--- config.mk ---
export PLATFORM = sky130hd
export DESIGN_NAME = hpk_window
export DESIGN_NICKNAME = d
export VERILOG_FILES = /design/src/hough_peak_top_k_finder_core_assert.svh /design/src/hpk_window.sv
export SDC_FILE = /design/constraint.sdc
export NUM_CORES = 1
export LEC_CHECK = 0
export ABC_AREA = 0
export BUFFER_PORTS_ARGS = -buffer_cell sky130_fd_sc_hd__buf_4
export CORE_AREA = 3 3 297 299
export DETAILED_ROUTE_END_ITERATION = 16
export DIE_AREA = 0 0 300 302
export PLACE_DENSITY = 0.71
export SLEW_MARGIN = 15
export SYNTH_ARGS = -nofsm -noshare
export SYNTH_HDL_FRONTEND = slang
export SYNTH_SLANG_ARGS = --single-unit
--- constraint.sdc ---
create_clock -name clk -period 37.9 [get_ports clk]
set_clock_uncertainty 0.2 [all_clocks]
set_input_delay 7.58 -clock clk [delete_from_list [all_inputs] [get_ports clk]]
set_output_delay 7.58 -clock clk [all_outputs]
set_load 0.02 [all_outputs]
--- src/hough_peak_top_k_finder_core_assert.svh ---
// ----------------------------------------------------------------------------
// hough peak finder assertion macros
// clocked assertion helpers, compiled out for synthesis
// ----------------------------------------------------------------------------
`ifndef HOUGH_PEAK_TOP_K_FINDER_CORE_ASSERT_SVH
`define HOUGH_PEAK_TOP_K_FINDER_CORE_ASSERT_SVH
`ifndef SYNTHESIS
`define HPK_ASSERT(lbl, clk, rstn, prop, msg) \
	lbl: assert property (@(posedge clk) disable iff (!rstn) prop) else $error(msg);
`define HPK_NEVER(lbl, clk, rstn, cond, msg) \
	lbl: assert property (@(posedge clk) disable iff (!rstn) !(cond)) else $error(msg);
`else
`define HPK_ASSERT(lbl, clk, rstn, prop, msg)
`define HPK_NEVER(lbl, clk, rstn, cond, msg)
`endif
`endif

--- src/hpk_window.sv ---
// ----------------------------------------------------------------------------
// hpk_window
// horizontal 3x3 window over column triples and non-maximum test
// ----------------------------------------------------------------------------
`default_nettype none
module hpk_window #(
	parameter int PB = 32,
	parameter int XW = 10,
	parameter int YW = 10
) (
	input  wire logic                 clk,
	input  wire logic                 arst_n,
	input  wire logic                 col_valid,
	input  wire logic [XW-1:0]        col_x,
	input  wire logic [YW-1:0]        col_y,
	input  wire logic [2:0][PB-1:0]   col_data,
	input  wire logic [XW-1:0]        wlast,
	input  wire logic [31:0]          min_weight,
	output logic                      busy,
	output logic                      peak_valid,
	output logic      [PB-1:0]        peak_value,
	output logic      [XW-1:0]        peak_x,
	output logic      [YW-1:0]        peak_y
);

	localparam int EW = (PB > 32) ? PB : 32;

	logic                 s2_valid;
	logic [XW-1:0]        s2_x;
	logic [YW-1:0]        s2_y;
	logic [2:0][PB-1:0]   s2_col;
	logic [2:0][PB-1:0]   cola_q, colb_q;

	logic                 pend_q;
	logic [XW-1:0]        pend_x_q;
	logic [YW-1:0]        pend_y_q;
	logic [2:0][PB-1:0]   pend_l_q, pend_m_q;

	logic                 j_valid, j_from_s2, pend_set;
	logic [XW-1:0]        j_x;
	logic [2:0][PB-1:0]   j_l, j_m, j_r;

	logic                 s3_valid;
	logic [XW-1:0]        s3_x;
	logic [YW-1:0]        s3_y;
	logic [2:0][2:0][PB-1:0] s3_win;

	logic [PB-1:0]        ctr;
	logic                 all_ge, any_gt, ge_min;

	// center column judged one column late; the row end column comes from pend
	always_comb begin
		j_from_s2 = 1'b0;
		j_x       = s2_x;
		j_l       = s2_col;
		j_m       = s2_col;
		j_r       = s2_col;
		if (s2_valid && wlast == '0) begin
			j_from_s2 = 1'b1;
		end else if (s2_valid && s2_x != '0) begin
			j_from_s2 = 1'b1;
			j_x       = s2_x - 1'b1;
			j_l       = (s2_x == XW'(1)) ? colb_q : cola_q;
			j_m       = colb_q;
		end
		if (!j_from_s2) begin
			j_x = pend_x_q;
			j_l = pend_l_q;
			j_m = pend_m_q;
			j_r = pend_m_q;
		end
		j_valid  = j_from_s2 || pend_q;
		pend_set = s2_valid && wlast != '0 && s2_x == wlast;
	end

	always_ff @(posedge clk or negedge arst_n) begin
		if (!arst_n) begin
			s2_valid <= 1'b0;
			pend_q   <= 1'b0;
			s3_valid <= 1'b0;
		end else begin
			s2_valid <= col_valid;
			if (pend_set) begin
				pend_q <= 1'b1;
			end else if (!j_from_s2) begin
				pend_q <= 1'b0;
			end
			s3_valid <= j_valid;
		end
	end

	always_ff @(posedge clk) begin
		if (col_valid) begin
			s2_x   <= col_x;
			s2_y   <= col_y;
			s2_col <= col_data;
		end
		if (s2_valid) begin
			cola_q <= colb_q;
			colb_q <= s2_col;
		end
		if (pend_set) begin
			pend_x_q <= s2_x;
			pend_y_q <= s2_y;
			pend_l_q <= colb_q;
			pend_m_q <= s2_col;
		end
		if (j_valid) begin
			s3_x      <= j_x;
			s3_y      <= j_from_s2 ? s2_y : pend_y_q;
			s3_win[0] <= j_l;
			s3_win[1] <= j_m;
			s3_win[2] <= j_r;
		end
	end

	always_comb begin
		ctr    = s3_win[1][1];
		all_ge = 1'b1;
		any_gt = 1'b0;
		for (int c = 0; c < 3; c++) begin
			for (int r = 0; r < 3; r++) begin
				if ($signed(ctr) < $signed(s3_win[c][r])) begin
					all_ge = 1'b0;
				end
				if ($signed(ctr) > $signed(s3_win[c][r])) begin
					any_gt = 1'b1;
				end
			end
		end
		ge_min = $signed(EW'($signed(ctr))) >= $signed(EW'($signed(min_weight)));
	end

	always_ff @(posedge clk or negedge arst_n) begin
		if (!arst_n) begin
			peak_valid <= 1'b0;
		end else begin
			peak_valid <= s3_valid && all_ge && any_gt && ge_min;
		end
	end

	always_ff @(posedge clk) begin
		peak_value <= ctr;
		peak_x     <= s3_x;
		peak_y     <= s3_y;
	end

	assign busy = s2_valid || pend_q || s3_valid || peak_valid;

endmodule
`default_nettype wire

==> run summary <==
Worst slack at placement: 26150 ps. 215 I/O pins were placed. The average size of a mapped cell was 13.0 um^2. Excluding fillers, the count of instances in the completed layout stands at 4448. After routing the design area is 44800 um^2. Counting every net in the synthesized netlist gives 3430. The worst voltage drop across the vdd grid is 31.1 uV. The final-layout worst hold slack is 140 ps. Headroom to the max-slew limit came out at 15.7%.

Data on the critical path is required at its endpoint by 38210 ps. The tools report the aggregate global routing overflow as 0. The number of max-capacitance violations reported was 0; the fraction of final layout cells with drive strength greater than 1 was 12.4%. In the post-synthesis netlist, the biggest area contributors are sky130_fd_sc_hd__edfxtp_1, sky130_fd_sc_hd__ha_1, sky130_fd_sc_hd__nand2_1. Once the clock tree was built, the resizer swapped 0 gates to a different size. The tools report the type of origin of the critical path as an input pin. Of the post-synthesis cell area, the dominant cell type holds 64.4%. The final critical path time including I/O delays and setup was 11080 ps; the number of buffers inserted by hold repair at cts was 0.

The most common cell type on the critical path is sky130_fd_sc_hd__buf_4. For the final antenna-violating net count, the log shows 0. Category of the critical setup timing path: in2reg. In this design, the stage delay of the slowest critical-path cell is 930 ps.

Clock tree synthesis found a total of 884 sinks. The relative area change from synthesis to final layout is 16.0%, and the global-route wire length before repair is 143 mm. The cell count after synthesis was 2979; the count of nets after finishing was 3673. The clock passes through at most 3 buffers.

Cell taking the most area after synthesis: sky130_fd_sc_hd__edfxtp_1. In this run the power density over the cells is 51.5 nW/um^2. For the worst-skew pair, the clock arrives at the later sink with an insertion delay of 660 ps. TritonCTS built the clock tree. The number of setup violations in the final report was 0. Cells fill 52.5% of the core in the end. After detailed routing, the average wire length per cell comes to 21.2 um. The detailed router put a total of 39.9 mm of wire on met1. Among all stages on the critical path, the largest delay is contributed by sky130_fd_sc_hd__buf_4.

The number of max-slew violations in the final report was 0. After legalization and detailed placement, the total HPWL measured 58.0 mm. Leaving out fill and tap cells, the most frequent cells in the layout are sky130_fd_sc_hd__edfxtp_1, sky130_fd_sc_hd__nand2_1, sky130_fd_sc_hd__inv_1. After clock tree synthesis, the clock-pin slew on the worst setup and hold paths is 60 ps. The total number of yosys warnings came out at 0. The fmax was 90.2 MHz; the core footprint was 85400 um^2.

The slack of the worst reg-to-reg path was 32950 ps; the post-detailed-route via-to-cell ratio was 5.51. The highest routed metal layer was met4. The y dimension of the die works out to 302 um.

Setup repair after global routing left no endpoint under its margin. After detailed placement, the design holds a cell count of 4270. The initial antenna violation count was 3; the largest net degree at the start of global routing was 176. The first routing iteration left 2252 violations. In the routed design, unresolved DRC markers number 0.

After detailed routing, the met2 layer carries 44.8 mm of wire. The final worst-path cycle share works out to 29.2%. The standard cell area after detailed placement was 41600 um^2.

The count of buffers added by post-CTS timing repair for setup is 0. The design draws 2.31 mW. The number of detailed-route iterations in the first pass is 6. Synthesis inferred 884 register bits. Routability-driven placement finished with a final weighted congestion of 0.832. The count of buffers added on input and output ports is 214. The number of global-route vias before repair is 24300, and the met3 wire length is 7.17 mm. The leading cell type in the layout, fill and taps excluded was sky130_fd_sc_hd__edfxtp_1. The die is 300 um wide. For this configuration, the core starts out at a cell density of 45.2%. Classification of the worst-slack hold path: reg2reg. Kind of end point of the critical path: a flip-flop.

Along the worst path, the maximum fanout reaches 73. The final routed wirelength across all metal layers came out at 94.1 mm. The run finished with clean final reports. At the worst endpoint, the arrival time is 11390 ps. Setup slack on the critical path of the routed design comes to 26820 ps. Sequential elements use 67.3% of the synthesized area. Global routing consumed, over all layers together, 20.6% of the routing resources. The mapped netlist covers 38600 um^2. At the pin with the least slew margin, the transition time is 1250 ps. The floorplan step defined a die boundary enclosing 90600 um^2.

Summing over every cut layer, the via total after detailed routing is 24500. In the final timing run, aggregate negative setup slack is 0 ps. The leading register cell type out of synthesis was sky130_fd_sc_hd__edfxtp_1. The tree is rooted in a sky130_fd_sc_hd__clkbuf_16. Of all flip-flops after synthesis, the portion carrying an async set or reset was 0.452%. Traced cell by cell, the critical path runs through buf_4 > nor4_1 > and4_1 > and2_4 > buf_4 > buf_4 > buf_4 > a22oi_1 > nand2_1. The tools report the final hold violation count as 0. For this design the static power due to leakage is 18.4 nW. After synthesis, the netlist uses 59 different library cells. In this run the core area contains 107 standard-cell rows. In this run, CTS created clock tree buffers numbering 94. In this run the number of H-tree levels came out at 3. The synthesized design contains 828 enable-type register cells.
==> path summary, 6_finish.rpt <==
kind / depth (start not counted) / startpoint / endpoint
min reg2reg: 0 / s3_x[6]$_DFFE_PP_ / peak_x[6]$_DFF_P_
min in group asynchronous: 1 / arst_n / s2_valid$_DFF_PN0_
max reg2reg: 10 / s2_x[4]$_DFFE_PP_ / ctr[26]$_DFFE_PP_
max in group asynchronous: 1 / arst_n / peak_valid$_DFF_PN0_
min: 0 / s3_x[6]$_DFFE_PP_ / peak_x[6]$_DFF_P_
max: 9 / wlast[0] / ctr[1]$_DFFE_PP_
==> flip-flops by register name (all words and copies together) (netlist names), 32 cells and up <==
register,flops
s3_win,256
cola_q,96
colb_q,96
pend_l_q,96
pend_m_q,96
s2_col,96
ctr,32
peak_value,32
==> area by class of cell <==
class | instances | area, um^2
sequential | 884 | 26000
clock inverter | 58 | 743
fill | 7145 | 40600
clock buffer | 118 | 2450
multi-input combinational | 1702 | 11200
inverter | 294 | 1100
timing repair buffer | 246 | 1880
tap | 1144 | 1430
antenna | 2 | 5.00
==> report_power, final <==
| group | switching (mW) | internal, mW |
|---|---|---|
| combinational | 0.107 | 0.0724 |
| clock | 0.388 | 0.560 |
| sequential | 0.0442 | 1.13 |
| total | 0.539 | 1.77 |
==> cells by family after synthesis <==
group                      after synthesis  synth area share (%)
DFF                                    884                  67.3
buffers and inverters                  393                  3.89
adders and majority gates              290                  9.39
xor gates and xnor gates                16                 0.363
and+or+nand+nor                        857                  9.42
AOI/OAI and AO/OA                      534                  9.43
muxes                                    5                 0.168
==> critical path: cells and delay by family <==
kind	cells	cell delay [ps]
and+or+nand+nor	4	1060
buffers and inverters	4	2390
AOI/OAI and AO/OA	1	200
==> routing by layer <==
| metal | vias to the layer above | GRT usage (%) |
|---|---|---|
| met4 | 0 | 6.64 |
| met1 | 12000 | 28.2 |
| met3 | 134 | 3.22 |
| li1 | 11500 | - |
| met5 | - | 0 |
| met2 | 947 | 34.0 |
==> cells in the mapped netlist, types with 3 or more instances <==
library cell,number
sky130_fd_sc_hd__o31ai_1,3
sky130_fd_sc_hd__dfxtp_1,52
sky130_fd_sc_hd__a221oi_1,5
sky130_fd_sc_hd__ha_1,290
sky130_fd_sc_hd__or4_1,4
sky130_fd_sc_hd__a211oi_1,12
sky130_fd_sc_hd__nand2_1,670
sky130_fd_sc_hd__or3_1,4
sky130_fd_sc_hd__a21o_1,29
sky130_fd_sc_hd__nand3_1,32
sky130_fd_sc_hd__a31oi_1,3
sky130_fd_sc_hd__a22oi_1,97
sky130_fd_sc_hd__nor2_1,21
sky130_fd_sc_hd__o211ai_1,11
sky130_fd_sc_hd__o21a_1,6
sky130_fd_sc_hd__nand2b_1,3
sky130_fd_sc_hd__dfrtp_1,4
sky130_fd_sc_hd__nor3_1,15
sky130_fd_sc_hd__edfxtp_1,828
sky130_fd_sc_hd__clkbuf_1,71
sky130_fd_sc_hd__xnor2_1,8
sky130_fd_sc_hd__buf_1,5
sky130_fd_sc_hd__and4_1,10
sky130_fd_sc_hd__a221o_1,98
sky130_fd_sc_hd__inv_1,294
sky130_fd_sc_hd__xor2_1,8
sky130_fd_sc_hd__buf_2,23
sky130_fd_sc_hd__nor4_1,15
sky130_fd_sc_hd__and2_1,3
sky130_fd_sc_hd__nand4_1,61
sky130_fd_sc_hd__o21ai_0,39
sky130_fd_sc_hd__nor2b_1,8
sky130_fd_sc_hd__a21oi_1,212
(Power assumes the default switching activity.)
