`src/hough_peak_top_k_finder_core_assert.svh`:
```
// ----------------------------------------------------------------------------
// hough peak finder assertion macros
// clocked assertion helpers, compiled out for synthesis
// ----------------------------------------------------------------------------
`ifndef HOUGH_PEAK_TOP_K_FINDER_CORE_ASSERT_SVH
`define HOUGH_PEAK_TOP_K_FINDER_CORE_ASSERT_SVH
`ifndef SYNTHESIS
`define HPK_ASSERT(lbl, clk, rstn, prop, msg) \
	lbl: assert property (@(posedge clk) disable iff (!rstn) prop) else $error(msg);
`define HPK_NEVER(lbl, clk, rstn, cond, msg) \
	lbl: assert property (@(posedge clk) disable iff (!rstn) !(cond)) else $error(msg);
`else
`define HPK_ASSERT(lbl, clk, rstn, prop, msg)
`define HPK_NEVER(lbl, clk, rstn, cond, msg)
`endif
`endif

```
`src/hpk_pkg.sv`:
```
// ----------------------------------------------------------------------------
// hpk_pkg
// shared types and codes of the hough peak finder
// ----------------------------------------------------------------------------
`default_nettype none
package hpk_pkg;

	localparam int CFG_IDX_W  = 2;
	localparam int CFG_DATA_W = 32;
	localparam int CNT_W      = 7;
	localparam int OUT_XY_W   = 10;

	localparam logic [CFG_IDX_W-1:0] REG_MIN_WEIGHT   = 2'd0;
	localparam logic [CFG_IDX_W-1:0] REG_MAX_COUNT    = 2'd1;
	localparam logic [CFG_IDX_W-1:0] REG_FRAME_WIDTH  = 2'd2;
	localparam logic [CFG_IDX_W-1:0] REG_FRAME_HEIGHT = 2'd3;

	typedef enum logic [3:0] {
		ST_RUN   = 4'b0001,
		ST_FLUSH = 4'b0010,
		ST_DRAIN = 4'b0100,
		ST_EMIT  = 4'b1000
	} state_t;

	typedef struct packed {
		logic insert;
		logic shift;
		logic clear;
	} chain_ctrl_t;

endpackage
`default_nettype wire

```
`src/hpk_cell.sv`:
```
// ----------------------------------------------------------------------------
// hpk_cell
// one slot of the sorted peak chain
// ----------------------------------------------------------------------------
`default_nettype none
module hpk_cell
	import hpk_pkg::*;
#(
	parameter int PB = 32,
	parameter int XW = 10,
	parameter int YW = 10
) (
	input  wire logic          clk,
	input  wire logic          arst_n,
	input  wire chain_ctrl_t   ctrl,
	input  wire logic [PB-1:0] new_value,
	input  wire logic [XW-1:0] new_x,
	input  wire logic [YW-1:0] new_y,
	input  wire logic          prev_keep,
	input  wire logic          prev_valid,
	input  wire logic [PB-1:0] prev_value,
	input  wire logic [XW-1:0] prev_x,
	input  wire logic [YW-1:0] prev_y,
	input  wire logic          next_valid,
	input  wire logic [PB-1:0] next_value,
	input  wire logic [XW-1:0] next_x,
	input  wire logic [YW-1:0] next_y,
	output logic               keep,
	output logic               valid_q,
	output logic      [PB-1:0] value_q,
	output logic      [XW-1:0] x_q,
	output logic      [YW-1:0] y_q
);

	// equal values stay ahead of the newcomer
	assign keep = valid_q && ($signed(value_q) >= $signed(new_value));

	always_ff @(posedge clk or negedge arst_n) begin
		if (!arst_n) begin
			valid_q <= 1'b0;
		end else if (ctrl.clear) begin
			valid_q <= 1'b0;
		end else if (ctrl.shift) begin
			valid_q <= next_valid;
		end else if (ctrl.insert && !keep) begin
			valid_q <= prev_keep ? 1'b1 : prev_valid;
		end
	end

	always_ff @(posedge clk) begin
		if (ctrl.shift) begin
			value_q <= next_value;
			x_q     <= next_x;
			y_q     <= next_y;
		end else if (ctrl.insert && !keep) begin
			value_q <= prev_keep ? new_value : prev_value;
			x_q     <= prev_keep ? new_x : prev_x;
			y_q     <= prev_keep ? new_y : prev_y;
		end
	end

endmodule
`default_nettype wire

```
`config.mk`:
```
export PLATFORM = sky130hd
export DESIGN_NAME = hpk_cell
export DESIGN_NICKNAME = d
export VERILOG_FILES = /design/src/hough_peak_top_k_finder_core_assert.svh /design/src/hpk_pkg.sv /design/src/hpk_cell.sv
export SDC_FILE = /design/constraint.sdc
export NUM_CORES = 1
export LEC_CHECK = 0
export ABC_CLOCK_PERIOD_IN_PS = 3000
export BUFFER_PORTS_ARGS = -buffer_cell sky130_fd_sc_hd__buf_2
export CAP_MARGIN = 30
export CORE_MARGIN = 3
export CORE_UTILIZATION = 40
export DETAILED_ROUTE_END_ITERATION = 8
export PLACE_DENSITY = 0.78
export SLEW_MARGIN = 20
export SYNTH_ARGS = -nofsm -noshare
export SYNTH_HDL_FRONTEND = slang
export SYNTH_SLANG_ARGS = --single-unit
```
`constraint.sdc`:
```
create_clock -name clk -period 3 [get_ports clk]
set_input_delay 0.15 -clock clk [delete_from_list [all_inputs] [get_ports clk]]
set_output_delay 0.15 -clock clk [all_outputs]
set_load 0.05 [all_outputs]
```
==> results of run 1 <==
==> power by group through the flow <==
stage | Sequential (uW) | Clock, uW | Combinational [uW]
after global placement | 957 | 0 | 792
after global routing | 955 | 411 | 873
final | 945 | 368 | 804
after floorplan | 1240 | 0 | 262
after CTS | 945 | 384 | 813
after detailed placement | 962 | 0 | 810
==> final cells by class <==
class	instances	area, um^2
clock buffers	6	72.6
clock inverters	1	3.75
fillers	785	3560
inverters	35	131
multi-input cells	246	1750
flip-flops and latches	53	1590
well taps	105	131
repair buffers	224	1180
==> metal layers <==
layer / share of wire (%) / vias to the layer above / GRT usage, %
met1: 38 / 1494 / 20.2
met3: 7.9 / 17 / 3.96
li1: - / 1688 / -
met2: 52 / 141 / 34.8
met4: 1.9 / 0 / 5.60
met5: 0 / - / 0
==> repair_timing <==
| action | CTS | global route |
|---|---|---|
| setup endpoints to repair | 0 | 0 |
| hold buffers | 1 | 0 |
| hold endpoints to repair | 1 | 0 |
==> flip-flops by register name, indices dropped and copies added, names as in the netlist <==
name and cells:
valid_q 1, y_q 10, x_q 10, value_q 32
==> synthesized netlist by cell type (all sizes together) <==
master        number  area (um^2)
a211oi             3         27.5
o21ai             59          299
inv               35          131
mux2i             52          521
dfrtp              1         25.0
o211ai             1         7.51
nand2b             1         8.76
dlymetal6s2s       1         12.5
o21a               1         8.76
nand2             59          221
nor2               4         15.0
buf                5         25.0
ha                32          400
edfxtp            52         1560
a2111o             1         11.3
a21o               2         15.0
a31oi              1         12.5
a221o              1         10.0
nor4               3         25.0
clkbuf            12         55.1
o41ai              1         16.3
and2               1         7.51
nor2b              1         6.26
nor3b              1         7.51
a21oi             14         70.1
nand4              7         50.1
o22ai              1         6.26
==> through the flow <==
stage	cell area (um^2)	total power, uW	setup slack [ps]	instances	hold slack [ps]
floorplan	3560	1500	61.4	352	-146
global placement	4770	1750	400	662	-58.7
detailed placement	4770	1770	353	662	-58.9
CTS	4860	2140	198	670	44.2
global route	4860	2240	96.1	670	42.1
finish	4860	2120	231	670	58.8
==> worst min path at each step <==
| stage | slack, ps | cells after the start | end | from |
|---|---|---|---|---|
| after floorplan | -150 | 0 | valid_q | arst_n |
| after global placement | -60 | 1 | valid_q | arst_n |
| after detailed placement | -60 | 1 | valid_q | arst_n |
| after CTS | 40 | 2 | valid_q | ctrl[0] |
| after global routing | 40 | 2 | valid_q | ctrl[0] |
| final | 60 | 2 | valid_q | ctrl[0] |
==> kinds of logic (layout without fill, tap and decap cells) <==
logic type               count (synthesis)  after routing  synth area share, %
multiplexers                            52             52                 14.6
buffers and inverters                   53            266                 6.30
adder cells (fa/ha/maj)                 32             32                 11.3
AO/OA/AOI/OAI                           85             85                 13.6
flip-flops                              53             53                 44.6
AND/OR/NAND/NOR                         77             77                 9.60
==> worst reg2reg max path, delay by kind of cell, from the launching register on <==
kind | cells | cell delay (ps)
AOI/OAI and AO/OA | 5 | 1270
DFF | 1 | 410
adders and majority gates | 1 | 310
and+or+nand+nor | 1 | 190
buffers and inverters | 1 | 190
==> impl_metrics.csv, run 1 <==
group,metric,value,unit
power,p_sw,781,uW
synthesis,synthCells,352,
power,p_seq_share,44.6,%
placed_design,io_buffer_count,217,
synthesis,syn-cell-area,3560,um^2
finish,final_cell_mix,"buf_2 (217), nand2_1 (59), mux2i_1 (52), edfxtp_1 (52), o21ai_0 (37)",
worst_setup_path,crit_family,"compound AO/OA/AOI/OAI gates",
worst_setup_path,cp_max_fo,3,
worst_setup_path,critPathCaptureType,"primary output",
worst_setup_path,regToRegSetupSlack,340,ps
placed_design,post-dp-hpwl,8050,um
clocking,htreeDepth,2,
clocking,cts_buffer_depth,2,
sta,final.setup.tns,0,ps
finish,final_common_cell,"buf_2",
sta,hold_viol_final,0,
power,p_sw_share,36.9,%
power,powerDensity,436,nW/um^2
worst_setup_path,reg2reg_from,"value_q[19]",
route,drt_iter0_markers,69,
clocking,worstSkewPairLatency,290,ps
synthesis,ys_seq_area_share,44.6,%
global_routing,grt_max_degree,55,
finish,n_antenna_cell,0,
sta,rsz0062_at_grt,"no",
power,peakVddDrop,0.000206,V
route,drc,0,
run_status,status,"finished clean",
finish,final_nets,761,
route,first_pass_iters,5,
sta,slew_viol_final,0,
sta,period_share,92.3,%
sta,min_period,2770,ps
clocking,cts_tree,"done",
clocking,root_buffer,"clkbuf_8",
worst_setup_path,cp.arrival,2620,ps
synthesis,synth_seq_cells,53,
route,dr_total_vias,3340,
worst_setup_path,crit_type,"flip-flop to primary output",
global_routing,grt_antenna_before_repair,0,
die,ioPinCount,218,
worst_setup_path,cp_num_buf_inv,2,
die,die_area,10100,um^2
finish,final_util,57.7,%
worst_setup_path,reg2reg_depth,8,
worst_setup_path,critPathCapture,"keep",
synthesis,syn_avg_cell_area,10.1,um^2
global_routing,first_global_vias,3346,
die,die_x,100,um
placed_design,gp_congestion,0.829,
worst_setup_path,crit_chain,"ha_1, and2_2, a221o_1, a211oi_2, o21ai_2, o41ai_2, inv_1, buf_2",
sta,worstMarginPinSlew,819,ps
sta,max_freq,361,MHz
die,initial_core_util,42.2,%
power,power.internal,1340,uW
clocking,cts_made_buffers,5,
clocking,post_cts_resized,0,
power,power_leakage,0.00254,uW
sta,setup_viol,0,
sta,clock_skew,6.91,ps
worst_setup_path,crit_path_start,"value_q[19]",
worst_setup_path,crit_path_start_kind,"flip-flop",
clocking,postCtsSetupRepairBufs,0,
route,postRouteAntennaNets,0,
global_routing,grt_usage,18.3,%
worst_setup_path,critPathMaxStageDelay,410,ps
finish,areaGrowthSynthToFinish,36.6,%
route,vias_per_cell,4.99,
synthesis,synth_cell_types,33,
sta,slew_headroom,45.4,%
power,clkPwrFrac,17.4,%
die,fp.coreArea,8420,um^2
finish,drive_gt1_share,42.1,%
synthesis,yosysWarnings,0,
worst_setup_path,critical_path_depth,8,
route,drt-total-wl,9530,um
route,wl_per_cell,14.2,um
worst_setup_path,slowest_stage,"edfxtp_1",
die,row_count,33,
worst_setup_path,timing.rr.end,"value_q[1]",
clocking,cts.sinks,53,
global_routing,gr-total-overflow,0,
power,pwr-share-comb,38.0,%
hold_path,hold_path_class,"primary input to flip-flop",
die,dieHeight,100,um
clocking,cts.clk_slew.worst_paths,90,ps
global_routing,grt_pass1_wl,15000,um
worst_setup_path,required,2850,ps
synthesis,synth_nets,548,
run,drv_cap,0,
(Power assumes the default switching activity.)
==> run 2, diff against run 1 <==
- ABC_CLOCK_PERIOD_IN_PS: 3000 -> 2700
- CORE_UTILIZATION: 40 -> 44
- PLACE_DENSITY: 0.78 -> 0.82
- clock period: 3 -> 2.7 ns (I/O delays scaled with it)
==> run 2 against run 1 <==
Net effect: clock power rose by 16%; combinational power rose by 18%; highest routed layer unchanged; via count rose by 2.3%; setup slack got worse by 100 ps; clock skew barely moved; non-clock buffer count rose by 10; total power rose by 15%; sequential power rose by 11%.
==> impl_metrics.csv, run 2 (synthesis results as in run 1) <==
group,metric,value,unit
die,row_count,32,
power,peakVddDrop,0.000231,V
worst_setup_path,cp_max_fo,8,
finish,final_nets,771,
clocking,cts_buffer_depth,2,
power,pwr-share-comb,39.1,%
finish,final_cell_mix,"buf_2 (216), nand2_1 (59), mux2i_1 (52), edfxtp_1 (52), o21ai_0 (37)",
hold_path,holdPathStages,2,
sta,worstMarginPinSlew,595,ps
sta,slew_viol_final,0,
hold_path,hold_path_class,"primary input to flip-flop",
power,power.internal,1530,uW
sta,period_share,95.2,%
finish,areaGrowthSynthToFinish,41.6,%
die,fp.coreArea,7770,um^2
die,die_x,95.9,um
power,power_leakage,0.00261,uW
route,dr_total_vias,3417,
power,p_sw,901,uW
sta,rsz0062_at_grt,"no",
worst_setup_path,cp_num_buf_inv,1,
route,first_pass_iters,4,
sta,min_period,2570,ps
hold_path,hp-start,"ctrl[0]",
finish,top_register,"value_q",
route,drc,0,
clocking,cts_tree,"done",
finish,largest_register_ffs,32,
run,drv_cap,0,
hold_path,min_to,"valid_q",
worst_setup_path,crit_type,"flip-flop to flip-flop",
sta,final.setup.tns,0,ps
global_routing,grt_max_degree,55,
clocking,cts_made_buffers,5,
die,dieHeight,95.9,um
global_routing,grt_antenna_before_repair,0,
sta,clock_skew,6.80,ps
route,wl_per_cell,14.9,um
global_routing,grt_pass1_wl,14800,um
worst_setup_path,critPathMaxStageDelay,400,ps
die,die_area,9200,um^2
clocking,root_buffer,"clkbuf_8",
sta,worst_slack,130,ps
die,ioPinCount,218,
global_routing,first_global_vias,3235,
die,initial_core_util,45.8,%
route,vias_per_cell,5.04,
worst_setup_path,reg2reg_depth,8,
sta,slew_headroom,60.3,%
placed_design,post-dp-hpwl,8300,um
power,powerDensity,482,nW/um^2
worst_setup_path,critPathCaptureType,"flip-flop",
placed_design,dp_slack,-4.19,ps
clocking,cts.clk_slew.worst_paths,90,ps
placed_design,gp_congestion,0.854,
power,clkPwrFrac,17.5,%
finish,final_common_cell,"buf_2",
worst_setup_path,crit_path_start_kind,"flip-flop",
route,drt-total-wl,10100,um
route,drt_iter0_markers,108,
run_status,status,"finished clean",
sta,hold_viol_final,0,
worst_setup_path,crit_family,"compound AO/OA/AOI/OAI gates",
sta,setup_viol,0,
finish,drive_gt1_share,43.6,%
finish,n_antenna_cell,0,
worst_setup_path,cp.arrival,2590,ps
clocking,cts.sinks,53,
worst_setup_path,timing.rr.end,"y_q[0]",
worst_setup_path,required,2720,ps
finish,largestRegisters,"value_q: 32 flops, x_q: 10 flops, y_q: 10 flops",
route,postRouteAntennaNets,0,
worst_setup_path,crit_chain,"ha_1, and2_4, a221o_1, a211oi_4, o21ai_2, o41ai_4, a21o_4, clkbuf_16",
power,p_seq_share,43.4,%
worst_setup_path,regToRegSetupSlack,130,ps
worst_setup_path,slowest_stage,"edfxtp_1",
power,p_sw_share,37.1,%
clocking,worstSkewPairLatency,300,ps
global_routing,grt_usage,20.8,%
clocking,htreeDepth,2,
worst_setup_path,reg2reg_from,"value_q[18]",
global_routing,gr-total-overflow,0,
sta,max_freq,389,MHz
placed_design,io_buffer_count,217,
-- run 2: cell types whose count changed in the layout (fill, tap and decap cells not counted), sizes merged --
| cell | before | now |
|---|---|---|
| clkinv | 1 | 0 |
| buf | 223 | 231 |
| clkbuf | 6 | 10 |
-- run 2: metrics by stage --
stage               power [uW]  cells  hold WS [ps]  utilization (%)  area [um^2]
finish                    2430    678          55.0             64.9         5040
global route              2550    678          39.2             64.9         5040
CTS                       2410    671          35.9             63.0         4900
detailed placement        1970    660         -75.3             61.3         4760
global placement          1940    660         -75.6             61.3         4760
floorplan                 1670    352          -161                -         3560
-- run 2: routing by layer --
layer,vias to the layer above,wire [um],GRT usage [%]
li1,1709,-,-
met1,1555,4050,23.5
met2,138,5250,39.3
met3,15,671,3.83
met4,0,156,6.52
met5,-,0,0
-- run 2: power by group through the flow --
stage	Combinational (uW)	Clock (uW)	Sequential, uW
floorplan	291	0	1380
global placement	874	0	1060
detailed placement	902	0	1070
CTS	916	439	1050
global route	1020	463	1060
finish	949	426	1050
-- run 2: area by class of cell --
type / count / area (um^2)
well taps: 102 / 128
fillers: 652 / 2730
inverters: 35 / 131
flip-flops and latches: 53 / 1590
clock buffers: 8 / 80.1
repair buffers: 234 / 1290
multi-input cells: 246 / 1820
-- run 2: worst register-to-register path, delay by kind of cell (launching register included) --
family / cells / cell delay [ps]
buf+inv: 1 / 180
flops: 1 / 400
fa+ha+maj: 1 / 290
simple gates: 1 / 160
compound gates: 5 / 1270
-- run 2: worst max path at each step --
| stage | endpoint | slack (ps) | start | depth (start not counted) |
|---|---|---|---|---|
| floorplan | value_q[0] | -230 | value_q[17] | 7 |
| global route | x_q[5] | 30 | value_q[7] | 8 |
| detailed placement | x_q[5] | -4 | value_q[19] | 8 |
| CTS | keep | 3 | value_q[17] | 8 |
| finish | y_q[0] | 130 | value_q[18] | 8 |
| global placement | x_q[5] | 120 | value_q[31] | 8 |
-- run 2: repair_timing --
item                       in CTS  in global routing
hold endpoints to repair        1                  0
pin swaps                       0                  3
buffers inserted                2                  3
setup endpoints to repair      34                 53
cloned                          0                  4
gates resized for setup         4                  6
hold buffers                    1                  0
==> run 3, diff against run 2 <==
- ABC_CLOCK_PERIOD_IN_PS: 2700 -> 2880
- RECOVER_POWER: unset -> 50
- SLEW_MARGIN: 20 -> unset
- clock period: 2.7 -> 2.88 ns (I/O delays scaled with it)
==> run 3 against run 2 <==
Net effect: register-to-register slack gained 30 ps; via count shrank 2.7%; count of clock-buffer cells in the layout shrank 2; non-clock buffer count shrank 11; wire length shrank 6.1%; setup slack gained 31 ps; largest power group unchanged; the run now ends with max-capacitance violations, max-slew violations left; final cell count shrank 1.8%; first-iteration DRC count shrank 17%; combinational power shrank 14%; critical path type unchanged; sequential share of layout area grew 1.7 points; hold slack lost 6.4 ps.
==> impl_metrics.csv, run 3 (synthesis results as in run 1) <==
group,metric,value,unit
sta,period_share,94.4,%
hold_path,holdPathStages,2,
die,fp.coreArea,7770,um^2
finish,top_register,"value_q",
route,drc,0,
route,wl_per_cell,14.3,um
worst_setup_path,regToRegSetupSlack,160,ps
die,ioPinCount,218,
sta,hold_viol_final,0,
route,first_pass_iters,4,
placed_design,io_buffer_count,217,
worst_setup_path,critPathCaptureType,"flip-flop",
sta,clock_skew,3.11,ps
global_routing,first_global_vias,3118,
worst_setup_path,critPathMaxStageDelay,400,ps
sta,min_period,2720,ps
finish,largestRegisters,"value_q: 32 flops, x_q: 10 flops, y_q: 10 flops",
hold_path,min_to,"valid_q",
clocking,htreeDepth,2,
worst_setup_path,slowest_stage,"edfxtp_1",
sta,setup_viol,0,
clocking,cts.sinks,53,
clocking,cts_made_buffers,5,
finish,drive_gt1_share,32.4,%
sta,slew_headroom,-25.9,%
clocking,cts_buffer_depth,2,
route,drt_iter0_markers,90,
finish,n_antenna_cell,0,
run,drv_cap,1,
route,postRouteAntennaNets,0,
worst_setup_path,crit_path_start_kind,"flip-flop",
power,finalPower,2200,uW
worst_setup_path,crit_type,"flip-flop to flip-flop",
finish,final_nets,760,
global_routing,grt_usage,19.7,%
global_routing,gr-total-overflow,0,
hold_path,hold_path_class,"primary input to flip-flop",
placed_design,dp_cells,658,
route,drt-total-wl,9510,um
finish,areaGrowthSynthToFinish,34.3,%
worst_setup_path,cp_max_fo,52,
die,die_x,95.9,um
worst_setup_path,cp_num_buf_inv,1,
finish,fin_cells,666,
worst_setup_path,reg2reg_depth,8,
global_routing,grt_antenna_before_repair,0,
finish,final_util,61.5,%
run_status,status,"complete, but fails checks",
power,peakVddDrop,0.000217,V
run_status,violations,"max-capacitance violations, max-slew violations",
clocking,root_buffer,"clkbuf_8",
global_routing,grt_pass1_wl,14000,um
finish,final_common_cell,"buf_2",
placed_design,gp_congestion,0.833,
finish,final_cell_mix,"buf_2 (162), nand2_1 (59), clkbuf_1 (55)",
die,die_area,9200,um^2
die,initial_core_util,45.8,%
sta,slew_viol_final,25,
worst_setup_path,reg2reg_from,"value_q[17]",
worst_setup_path,cp.arrival,2700,ps
power,powerDensity,460,nW/um^2
clocking,cts_tree,"done",
finish,largest_register_ffs,32,
finish,fillers,696,
route,vias_per_cell,4.99,
placed_design,post-dp-hpwl,7750,um
sta,max_freq,368,MHz
route,dr_total_vias,3325,
worst_setup_path,critical_path_depth,8,
global_routing,grt_max_degree,62,
sta,worstMarginPinSlew,1890,ps
power,power_leakage,0.00238,uW
worst_setup_path,crit_chain,"ha_1, a21o_1, a221o_1, a211oi_2, o21ai_2, o41ai_2, a21o_4, buf_12",
die,row_count,32,
hold_path,hp-start,"ctrl[0]",
worst_setup_path,timing.rr.end,"value_q[8]",
clocking,worstSkewPairLatency,290,ps
clocking,cts.clk_slew.worst_paths,90,ps
worst_setup_path,crit_family,"compound AO/OA/AOI/OAI gates",
die,dieHeight,95.9,um
worst_setup_path,required,2860,ps
[run 3: changes by cell type in the layout (fill, tap and decap cells not counted), moves of 2 or more]
cell | before | now
buf_2 | 216 | 162
clkbuf_1 | 3 | 55
o21ai_0 | 37 | 48
o21ai_1 | 21 | 10
buf_4 | 10 | 3
buf_6 | 3 | 0
clkbuf_16 | 2 | 0
ha_1 | 30 | 32
ha_4 | 2 | 0
[run 3: worst reg2reg max path, stage by stage, from the launching register on]
cell	delay, ps
edfxtp_1	400
ha_1	300
a21o_1	170
a221o_1	330
a211oi_2	310
o21ai_2	110
o41ai_2	290
a21o_4	180
buf_12	260
[run 3: worst max-delay path by stage]
stage                startpoint  slack [ps]         end
detailed placement  value_q[17]         190      y_q[1]
finish              value_q[17]         160  value_q[8]
global placement    value_q[31]         260      x_q[6]
floorplan           value_q[17]         -50  value_q[0]
global route        value_q[31]         -20        keep
CTS                 value_q[31]          90        keep
[run 3: repair_timing]
action,in CTS,in global routing
buffers inserted,0,0
hold buffers,1,0
endpoints found under the setup margin,0,1
gates resized for setup,0,2
hold endpoints to repair,1,0
[run 3: routing by layer]
layer | vias to the layer above | global-route usage [%] | share of wire, %
li1 | 1688 | - | -
met1 | 1477 | 21.9 | 39
met2 | 139 | 36.5 | 51
met3 | 21 | 4.77 | 7.4
met4 | 0 | 6.87 | 2.1
met5 | - | 0 | 0
[run 3: cell type report]
cell class	instances	area [um^2]	share of cell area [%]
Clock inverter	1	3.75	0.0786
Sequential cell	53	1590	33.2
Multi-Input combinational cell	246	1760	36.9
Timing Repair Buffer	223	1090	22.9
Tap cell	102	128	2.67
Inverter	35	131	2.75
Clock buffer	6	72.6	1.52
[run 3: per-stage QoR]
stage	setup WS, ps	cell area (um^2)	TNS (ps)	hold WS, ps
after global placement	262	4750	0	-65.0
after global routing	-15.6	4780	-15.6	51.1
after detailed placement	193	4750	0	-64.9
after CTS	89.9	4830	0	39.8
final	161	4780	0	48.6
after floorplan	-49.3	3560	-2560	-152
[run 3: power by group]
group | leakage (uW) | switching (uW) | total [uW] | internal [uW]
Clock | 0.0000387 | 231 | 396 | 165
Sequential | 0.000549 | 38.0 | 989 | 951
Combinational | 0.00179 | 560 | 812 | 252
Total | 0.00238 | 829 | 2200 | 1370
